### src/hw/rtl/dcs_pkg.sv
`default_nettype none
package dcs_pkg;

  localparam int VAL_W = 32;
  localparam int CUM_W = 31;
  localparam int TOL_W = 25;
  localparam int MODE_W = 2;
  localparam int STAT_W = 2;

  localparam logic [CUM_W-1:0] CUM_MAX = '1;
  localparam logic [TOL_W-1:0] TOL_RESET = 25'd167;

  localparam logic [MODE_W-1:0] MODE_LOAD     = 2'd0;
  localparam logic [MODE_W-1:0] MODE_FINALIZE = 2'd1;
  localparam logic [MODE_W-1:0] MODE_DRAW     = 2'd2;
  localparam logic [MODE_W-1:0] MODE_CLEAR    = 2'd3;

  localparam logic [STAT_W-1:0] ST_OK        = 2'd0;
  localparam logic [STAT_W-1:0] ST_FULL      = 2'd1;
  localparam logic [STAT_W-1:0] ST_BAD_SUM   = 2'd2;
  localparam logic [STAT_W-1:0] ST_NOT_READY = 2'd3;

  // what one cell hands to the next one down the row
  typedef struct packed {
    logic             le;
    logic             gt;
    logic [VAL_W-1:0] val;
    logic [CUM_W-1:0] cum;
  } link_t;

  typedef struct packed {
    logic ld_en;
    logic smp_en;
    logic fin;
  } ctl_t;

endpackage
`default_nettype wire

### src/hw/rtl/dcs_cell.sv
`default_nettype none
module dcs_cell #(
  parameter int IDX = 0,
  parameter int CNT_W = 7,
  parameter int PFB = 24
) (
  input  wire                       clk,
  input  wire dcs_pkg::ctl_t        ctl,
  input  wire [CNT_W-1:0]           count,
  input  wire [dcs_pkg::VAL_W-1:0]  new_val,
  input  wire [PFB:0]               new_prob,
  input  wire [PFB-1:0]             frac,
  input  wire dcs_pkg::link_t       prev,
  output dcs_pkg::link_t            nxt_link,
  output logic                      sel
);

  localparam int CUM_W = dcs_pkg::CUM_W;
  localparam int PROB_W = PFB + 1;
  localparam int SUM_W = ((CUM_W > PROB_W) ? CUM_W : PROB_W) + 1;
  localparam int CMP_W = (CUM_W > PFB) ? CUM_W : PFB;

  logic [dcs_pkg::VAL_W-1:0] val_r;
  logic [CUM_W-1:0]          cum_r;
  logic                      sel_r;

  logic             valid;
  logic             is_last;
  logic             le;
  logic             gt;
  logic [SUM_W-1:0] sum;
  logic [CUM_W-1:0] cum_sat;
  logic             sel_nxt;

  always_comb begin
    valid   = CNT_W'(IDX) < count;
    is_last = count == CNT_W'(IDX + 1);
    le      = valid && (val_r <= new_val);
    gt      = valid && (CMP_W'(frac) < CMP_W'(cum_r));
    sum     = SUM_W'(prev.cum) + SUM_W'(new_prob);
    cum_sat = (sum > SUM_W'(dcs_pkg::CUM_MAX)) ? dcs_pkg::CUM_MAX : sum[CUM_W-1:0];
    // finalize picks the last entry, a draw the first sum above the fraction, else the last entry
    if (ctl.fin) begin
      sel_nxt = is_last;
    end else begin
      sel_nxt = (gt && !prev.gt) || (is_last && !gt);
    end
  end

  always_ff @(posedge clk) begin
    // entries at or below the new value stay, the rest move one place down
    if (ctl.ld_en && !le) begin
      val_r <= prev.le ? new_val : prev.val;
      cum_r <= cum_sat;
    end
    if (ctl.smp_en) begin
      sel_r <= sel_nxt;
    end
  end

  assign nxt_link.le  = le;
  assign nxt_link.gt  = gt;
  assign nxt_link.val = val_r;
  assign nxt_link.cum = cum_r;
  assign sel = sel_r;

endmodule
`default_nettype wire
### config.mk
export PLATFORM = sky130hd
export DESIGN_NAME = dcs_cell
export DESIGN_NICKNAME = d
export VERILOG_FILES = /design/src/hw/rtl/dcs_pkg.sv /design/src/hw/rtl/dcs_cell.sv
export SDC_FILE = /design/constraint.sdc
export NUM_CORES = 1
export LEC_CHECK = 0
export BUFFER_PORTS_ARGS = -buffer_cell sky130_fd_sc_hd__buf_2
export CAP_MARGIN = 30
export CORE_MARGIN = 4
export CORE_UTILIZATION = 45
export DETAILED_ROUTE_END_ITERATION = 12
export MAX_ROUTING_LAYER = met4
export PLACE_DENSITY = 0.86
export SETUP_SLACK_MARGIN = 0.05
export SYNTH_ARGS = -nofsm -noshare
export SYNTH_HDL_FRONTEND = slang
export SYNTH_SLANG_ARGS = --single-unit
### constraint.sdc
create_clock -name clk -period 7.3 [get_ports clk]
set_input_delay 1.46 -clock clk [delete_from_list [all_inputs] [get_ports clk]]
set_output_delay 1.46 -clock clk [all_outputs]
set_load 0.01 [all_outputs]
==> metrics, run 1 <==
PnR Total Power=0.001214 W; Setup crit end=nxt_link[63]; xor and xnor area share after synthesis=3.080%; Ant. Diodes=0; Max stage delay on crit path=510 ps; Synth top area share=35.57%; gr usage total=20.84%; final RePlAce weighted congestion=0.8877; Hold WC Path Type=register to register; initial antenna violation count=0; post-CTS sizing=0; pin count of the biggest net entering global routing=39; cts bufs inserted=9; Area growth syn-to-layout=27.35%; row count=39; CTS root buf=clkbuf_16; Setup CP Type=input port to output port; drt total wl=14240 µm; Crit. Startpoint=frac[14]; Num Clock Sinks=64; Critical Path, Cell by Cell=buf_2 > ha_1 > nand2_1 > nor3_1 > or4bb_1 > o21ai_0 > nand2_1 > buf_2; post-synthesis sequential area ratio=35.57%; GRT overflow=0; status=completed; Compound-Gate Fraction of Synth Area=16.26%; critical path arrival=3240 ps; total core area=0.01156 mm²; Distinct cells, synth=62; Top FF cell, synth=edfxtp_1; Post-synth EDFFs=64; DR iter-0 viols=229; slowest cell on the critical path=or4bb_1; Worst IR Drop VDD=0.0001016 V; # DRC=0; # H-tree levels=3; Die H=117.6 µm; Fin. Hold Viols=0; Netlist Area Pre-Place=0.005403 mm²; simple-gate area share of the yosys netlist=12.53%; starting density of the core=46.72%; P_leak=3.393 nW; vias in the first global route=4761; Power Internal=0.0008701 W; routed vias=4859; clock skew=8.372 ps; Clock transition at path regs=50 ps; I/O Buffers=222; Syn Nets=785; DRT Pass-1 Iters=5; max_cap viols=0; post-synth top area cell=edfxtp_1; worst-path fanout max=2; Slew Limit Fails=0; Commonest cells post-synth=80 x ha_1, 64 x edfxtp_1, 60 x inv_1; Worst setup EP type=output port; combinational group share of total power=28.7%; Synth Instances=547; filler instances=1004; IO Count=223; fin nets=1000; CP required=5840 ps; post-CTS setup buffer count=0; top cells by area, synth=edfxtp_1 36%, ha_1 19%, mux2_2 7.3%; design area=0.006880 mm²; startpoint type of the worst setup path=input port; Worst path top cell family by delay=simple AND/OR/NAND/NOR gates; register share of total power=38.3%; Critical Path Stages=8; most numerous cell in the Yosys netlist=ha_1; Hold Buf Count CTS=0; final worst-path cycle share=64.33%; Routed Antenna Nets=0; flop2flop setup slack=4070 ps; final setup violation count=0; layout cells sized above 1=36.64%; Psw=0.0003444 W; clock tree from TritonCTS=yes; min cycle time layout=4696 ps; ys async rst share=0%; first-pass GRT wire length=22890 µm; clk_lat worst skew=320 ps; reg2reg path depth=7; main combinational cell family by area after synthesis=adder cells; cell area after placement=0.006600 mm²; slew margin rel.=50.07%; sw frac=28.36%; Yosys reg bits=64; setup TNS=0 ps; adder-cell area share of the yosys netlist=18.90%; full die area=0.01382 mm²; chip width=117.6 µm; post-DP HPWL=12120 µm; Hold Slack=1045 ps; RSZ-0062 raised after global routing=no; worst path buffer plus inverter count=2; via/cell ratio=5.340; Routed wire per std cell=15.64 µm; R2R Path Start=val_r[31]$_DFFE_PP_; Max Clk Rate=212.9 MHz; multiplexer share of the synthesized area=7.480%; Clk pwr share=33.0%; r2r endpoint=cum_r[29]$_SDFFCE_PN1P_; Syn Area/Cell=9.877 µm²; Pwr Density=176.5 mW/mm²; YS warnings=0; CTS Buffer Depth=2; Slew @ Worst Pin=749.0 ps
cells in the final DEF, fill, tap and decap left out, types with 3 or more instances in the layout:
cell and instances:
a211o_1 4, a21o_1 14, a21oi_1 42, a31oi_1 8, and2_1 4, and3_1 4
and4_1 3, buf_2 222, clkbuf_16 9, edfxtp_1 64, ha_1 80, inv_1 60
mux2_2 35, nand2_1 48, nand2b_1 7, nand3_1 7, nand4_1 11, nor2_1 14
nor2b_1 10, nor3_1 12, nor4_1 3, o211a_1 4, o211ai_1 5, o21a_1 4
o21ai_0 29, xnor2_1 7, xor2_1 12
worst min-delay path by stage:
stage / to / cells after the start / startpoint
2_1_floorplan: sel$_DFFE_PP_ / 3 / cum_r[28]$_SDFFCE_PN1P_
3_3_place_gp: sel$_DFFE_PP_ / 3 / cum_r[28]$_SDFFCE_PN1P_
3_5_place_dp: sel$_DFFE_PP_ / 3 / cum_r[28]$_SDFFCE_PN1P_
4_1_cts: sel$_DFFE_PP_ / 3 / cum_r[28]$_SDFFCE_PN1P_
5_1_grt: sel$_DFFE_PP_ / 3 / cum_r[28]$_SDFFCE_PN1P_
6_report: sel$_DFFE_PP_ / 3 / cum_r[28]$_SDFFCE_PN1P_
logic make-up after synthesis:
| logic type | after synthesis |
|---|---|
| fa+ha+maj | 81 |
| mux | 36 |
| flops | 64 |
| compound gates | 134 |
| xor+xnor | 19 |
| simple gates | 133 |
| buf+inv | 80 |
routing by layer:
layer	GRT usage, %	share of wire, %
met1	23.73	40
met2	35.77	49
met3	4.469	7.8
met4	8.571	2.8
met5	-	0
worst min-delay path, cell delays in order (launching register included):
cell,delay (ps)
edfxtp_1,340
o41ai_1,100
a21oi_1,230
mux2i_1,170
stage by stage:
step,instances,utilization (%),worst slack (ps)
floorplan,547,-,2724
global placement,894,57.07,2608
detailed placement,894,57.07,2588
CTS,910,59.49,2568
global route,910,59.49,2422
finish,910,59.49,2604
state kept, by name, summed over array words and instances, names as in the netlist:
register and flops:
val_r 32, sel 1, cum_r 31
power by group through the flow:
stage / clock network [W] / registers [W] / logic (W)
6_report: 0.000401 / 0.000465 / 0.000348
5_1_grt: 0.000428 / 0.000468 / 0.000395
4_1_cts: 0.000412 / 0.000465 / 0.000350
3_5_place_dp: 0 / 0.000472 / 0.000349
3_3_place_gp: 0 / 0.000471 / 0.000340
2_1_floorplan: 0 / 0.000484 / 0.000210
final cells by class:
type,count,area [µm²],area share [%]
flip-flops and latches,64,1922,27.93
clock buffers,11,232.7,3.382
repair buffers,224,1126,16.37
well taps,143,178.9,2.600
clock inverters,5,47.55,0.6910
multi-input cells,403,3148,45.75
inverters,60,225.2,3.273
Power figures use the tool's default switching activity.
==> inputs of run 2 (changes only) <==
--- a/config.mk
+++ b/config.mk
@@ -5,13 +5,14 @@
 export SDC_FILE = /design/constraint.sdc
 export NUM_CORES = 1
 export LEC_CHECK = 0
+export ABC_AREA = 1
 export BUFFER_PORTS_ARGS = -buffer_cell sky130_fd_sc_hd__buf_2
 export CAP_MARGIN = 30
 export CORE_MARGIN = 4
 export CORE_UTILIZATION = 45
 export DETAILED_ROUTE_END_ITERATION = 12
 export MAX_ROUTING_LAYER = met4
-export PLACE_DENSITY = 0.86
+export PLACE_DENSITY = 0.87
 export SETUP_SLACK_MARGIN = 0.05
 export SYNTH_ARGS = -nofsm -noshare
 export SYNTH_HDL_FRONTEND = slang
==> constraint.sdc (replaced) <==
create_clock -name clk -period 4.3 [get_ports clk]
set_input_delay 0.86 -clock clk [delete_from_list [all_inputs] [get_ports clk]]
set_output_delay 0.86 -clock clk [all_outputs]
set_load 0.01 [all_outputs]
==> metrics, run 2 <==
Pwr Density=278.5 mW/mm² (+58%); Commonest cells post-synth=167 x nand2_1, 114 x inv_1, 89 x nor2_1; PnR worst setup slack=1053 ps (-1550 ps); fin nets=1243 (+24%); clk_lat worst skew=320 ps (about the same); multi-input logic area=0.003511 mm² (+12%); PnR Total Power=0.002083 W (+72%); Post-synth EDFFs=64 (unchanged); Syn Nets=1018 (+30%); RSZ-0062 raised after global routing=no; design area=0.007478 mm² (+8.7%); I/O Buffers=222 (unchanged); CTS Buffer Depth=2 (unchanged); max_cap viols=0 (unchanged); gr usage total=22.50% (+1.7 points); critical path arrival=2390 ps (-850 ps); slowest cell on the critical path=ha_1; Syn Area/Cell=7.610 µm² (-23%); clock tree from TritonCTS=yes; Power Internal=0.001426 W (+64%); filler instances=1179 (+17%); Clock transition at path regs=50 ps (about the same); Num Clock Sinks=64 (unchanged); final worst-path cycle share=75.51%; Top FF cell, synth=edfxtp_1; Largest register FFs=32 (unchanged); slew margin rel.=47.52% (-2.5 points); Most flops, register=val_r; CTS root buf=clkbuf_16; Synth top area share=32.38% (-3.2 points); Netlist Area Pre-Place=0.005936 mm² (+9.9%); initial antenna violation count=1 (+1); Routed Antenna Nets=0 (unchanged); combinational group share of total power=32.5% (+3.8 points); chip width=122.9 µm (+4.5%); met2 wire len=8285 µm (+18%); final setup violation count=0 (unchanged); first-pass GRT wire length=26240 µm (+15%); post-CTS sizing=0 (unchanged); Place WS=1066 ps (-1521 ps); Synth Instances=780 (+43%); M1 WL=6656 µm (+17%); post-CTS setup buffer count=0 (unchanged); starting density of the core=46.47% (-0.25 points); layout cells sized above 1=28.54% (-8.1 points); Fin. Hold Viols=0 (unchanged); register share of total power=38.2% (about the same); Max stage delay on crit path=300 ps (-210 ps); Slew Limit Fails=0 (unchanged); clock skew=9.420 ps (+1.048 ps); Psw=0.0006569 W (+91%); Seq. cell area=0.001922 mm² (unchanged); Routed wire per std cell=14.15 µm (-9.6%); commonest non-fill, non-tap cells in the layout=222 x buf_2, 167 x nand2_1, 114 x inv_1; via/cell ratio=5.119 (-4.1%); Max Clk Rate=308.0 MHz; final core occ=58.55% (-0.95 points); cts bufs inserted=9 (unchanged); ys async rst share=0% (unchanged); post-DP HPWL=14390 µm (+19%); drt total wl=16720 µm (+17%); Hold Buf Count CTS=0 (unchanged); Area growth syn-to-layout=25.99%; startpoint type of the worst setup path=input port; top cells by area, synth=edfxtp_1 32%, ha_1 17%, nand2_1 11%; # DRC=0 (unchanged); Worst path top cell family by delay=simple AND/OR/NAND/NOR gates; Worst IR Drop VDD=0.0001561 V (+54%); worst path buffer plus inverter count=3 (+1); cell area after placement=0.007228 mm² (+9.5%); Slew @ Worst Pin=785.4 ps (+36.49 ps); status=completed; Setup CP Type=input port to output port; pin count of the biggest net entering global routing=46 (+18%); DR iter-0 viols=325 (+42%); max layer used=met4; # H-tree levels=3 (unchanged); worst-path fanout max=3 (+1); Clk pwr share=29.3% (-3.7 points); Worst setup EP type=output port; Distinct cells, synth=37 (-40%); Die H=122.9 µm (+4.5%); P_leak=3.921 nW (+16%); post-synthesis sequential area ratio=32.38% (-3.2 points); most numerous cell in the Yosys netlist=nand2_1; IO Count=223 (unchanged); full die area=0.01509 mm² (+9.2%); sw frac=31.54% (+3.2 points); vias in the first global route=5841 (+23%); commonest non-fill, non-tap cell in the layout=buf_2; DRT Pass-1 Iters=5 (unchanged); min cycle time layout=3247 ps; metal3 WL=1311 µm (+18%); GRT overflow=0 (unchanged); CP required=3440 ps (-2400 ps); setup TNS=0 ps (unchanged); final RePlAce weighted congestion=0.9758 (+9.9%); routed vias=6051 (+25%); YS warnings=0 (unchanged); Critical Path, Cell by Cell=buf_2 > inv_1 > ha_1 > nand2_1 > nor3_1 > and3_1 > nand2_1 > a21boi_0 > buf_2; post-synth top area cell=edfxtp_1; row count=41 (+5.1%); Yosys reg bits=64 (unchanged); total core area=0.01277 mm² (+10%); Hold WC Path Type=input port to register
[run 2: routing by layer]
layer,track usage (%),vias to the layer above
met5,-,-
met4,10.78,0
met3,3.548,39
met2,38.71,282
met1,25.53,2686
li1,-,3044
[run 2: final timing paths]
| path | start | end | slack, ps | cells past startpoint |
|---|---|---|---|---|
| max | new_val[31] | nxt_link[64] | 1050 | 9 |
| min | ctl[1] | sel$_DFFE_PP_ | 730 | 1 |
| max reg2reg | val_r[27]$_DFFE_PP_ | cum_r[9]$_SDFFCE_PN1P_ | 1860 | 9 |
| min reg2reg | cum_r[30]$_SDFFCE_PN1P_ | sel$_DFFE_PP_ | 1000 | 7 |
[run 2: cells by family after synthesis]
| family | count (synthesis) | share of synthesized area (%) |
|---|---|---|
| compound gates | 130 | 12.12 |
| buf+inv | 129 | 8.663 |
| fa+ha+maj | 81 | 17.20 |
| xor+xnor | 19 | 2.804 |
| simple gates | 356 | 26.64 |
| mux | 1 | 0.1897 |
| flops | 64 | 32.38 |
[run 2: per-stage QoR]
stage | hold slack (ps) | instances
6_report | 730.4 | 1182
5_1_grt | 717.7 | 1182
3_3_place_gp | 986.7 | 1166
4_1_cts | 720.7 | 1181
2_1_floorplan | 972.5 | 780
3_5_place_dp | 1005 | 1166
[run 2: power by group through the flow]
stage / Clock [W] / Sequential (W) / Combinational [W]
2_1_floorplan: 0 / 0.000826 / 0.000415
3_3_place_gp: 0 / 0.000808 / 0.000654
3_5_place_dp: 0 / 0.000809 / 0.000673
4_1_cts: 0.000623 / 0.000797 / 0.000677
5_1_grt: 0.000656 / 0.000801 / 0.000765
6_report: 0.000610 / 0.000796 / 0.000677
[run 2: final cells by class]
class	count	share of cell area [%]
Antenna cell	1	0.03346
Clock buffer	13	3.212
Clock inverter	2	0.1004
Inverter	117	5.873
Multi-Input combinational cell	587	46.95
Sequential cell	64	25.70
Tap cell	172	2.878
Timing Repair Buffer	226	15.26
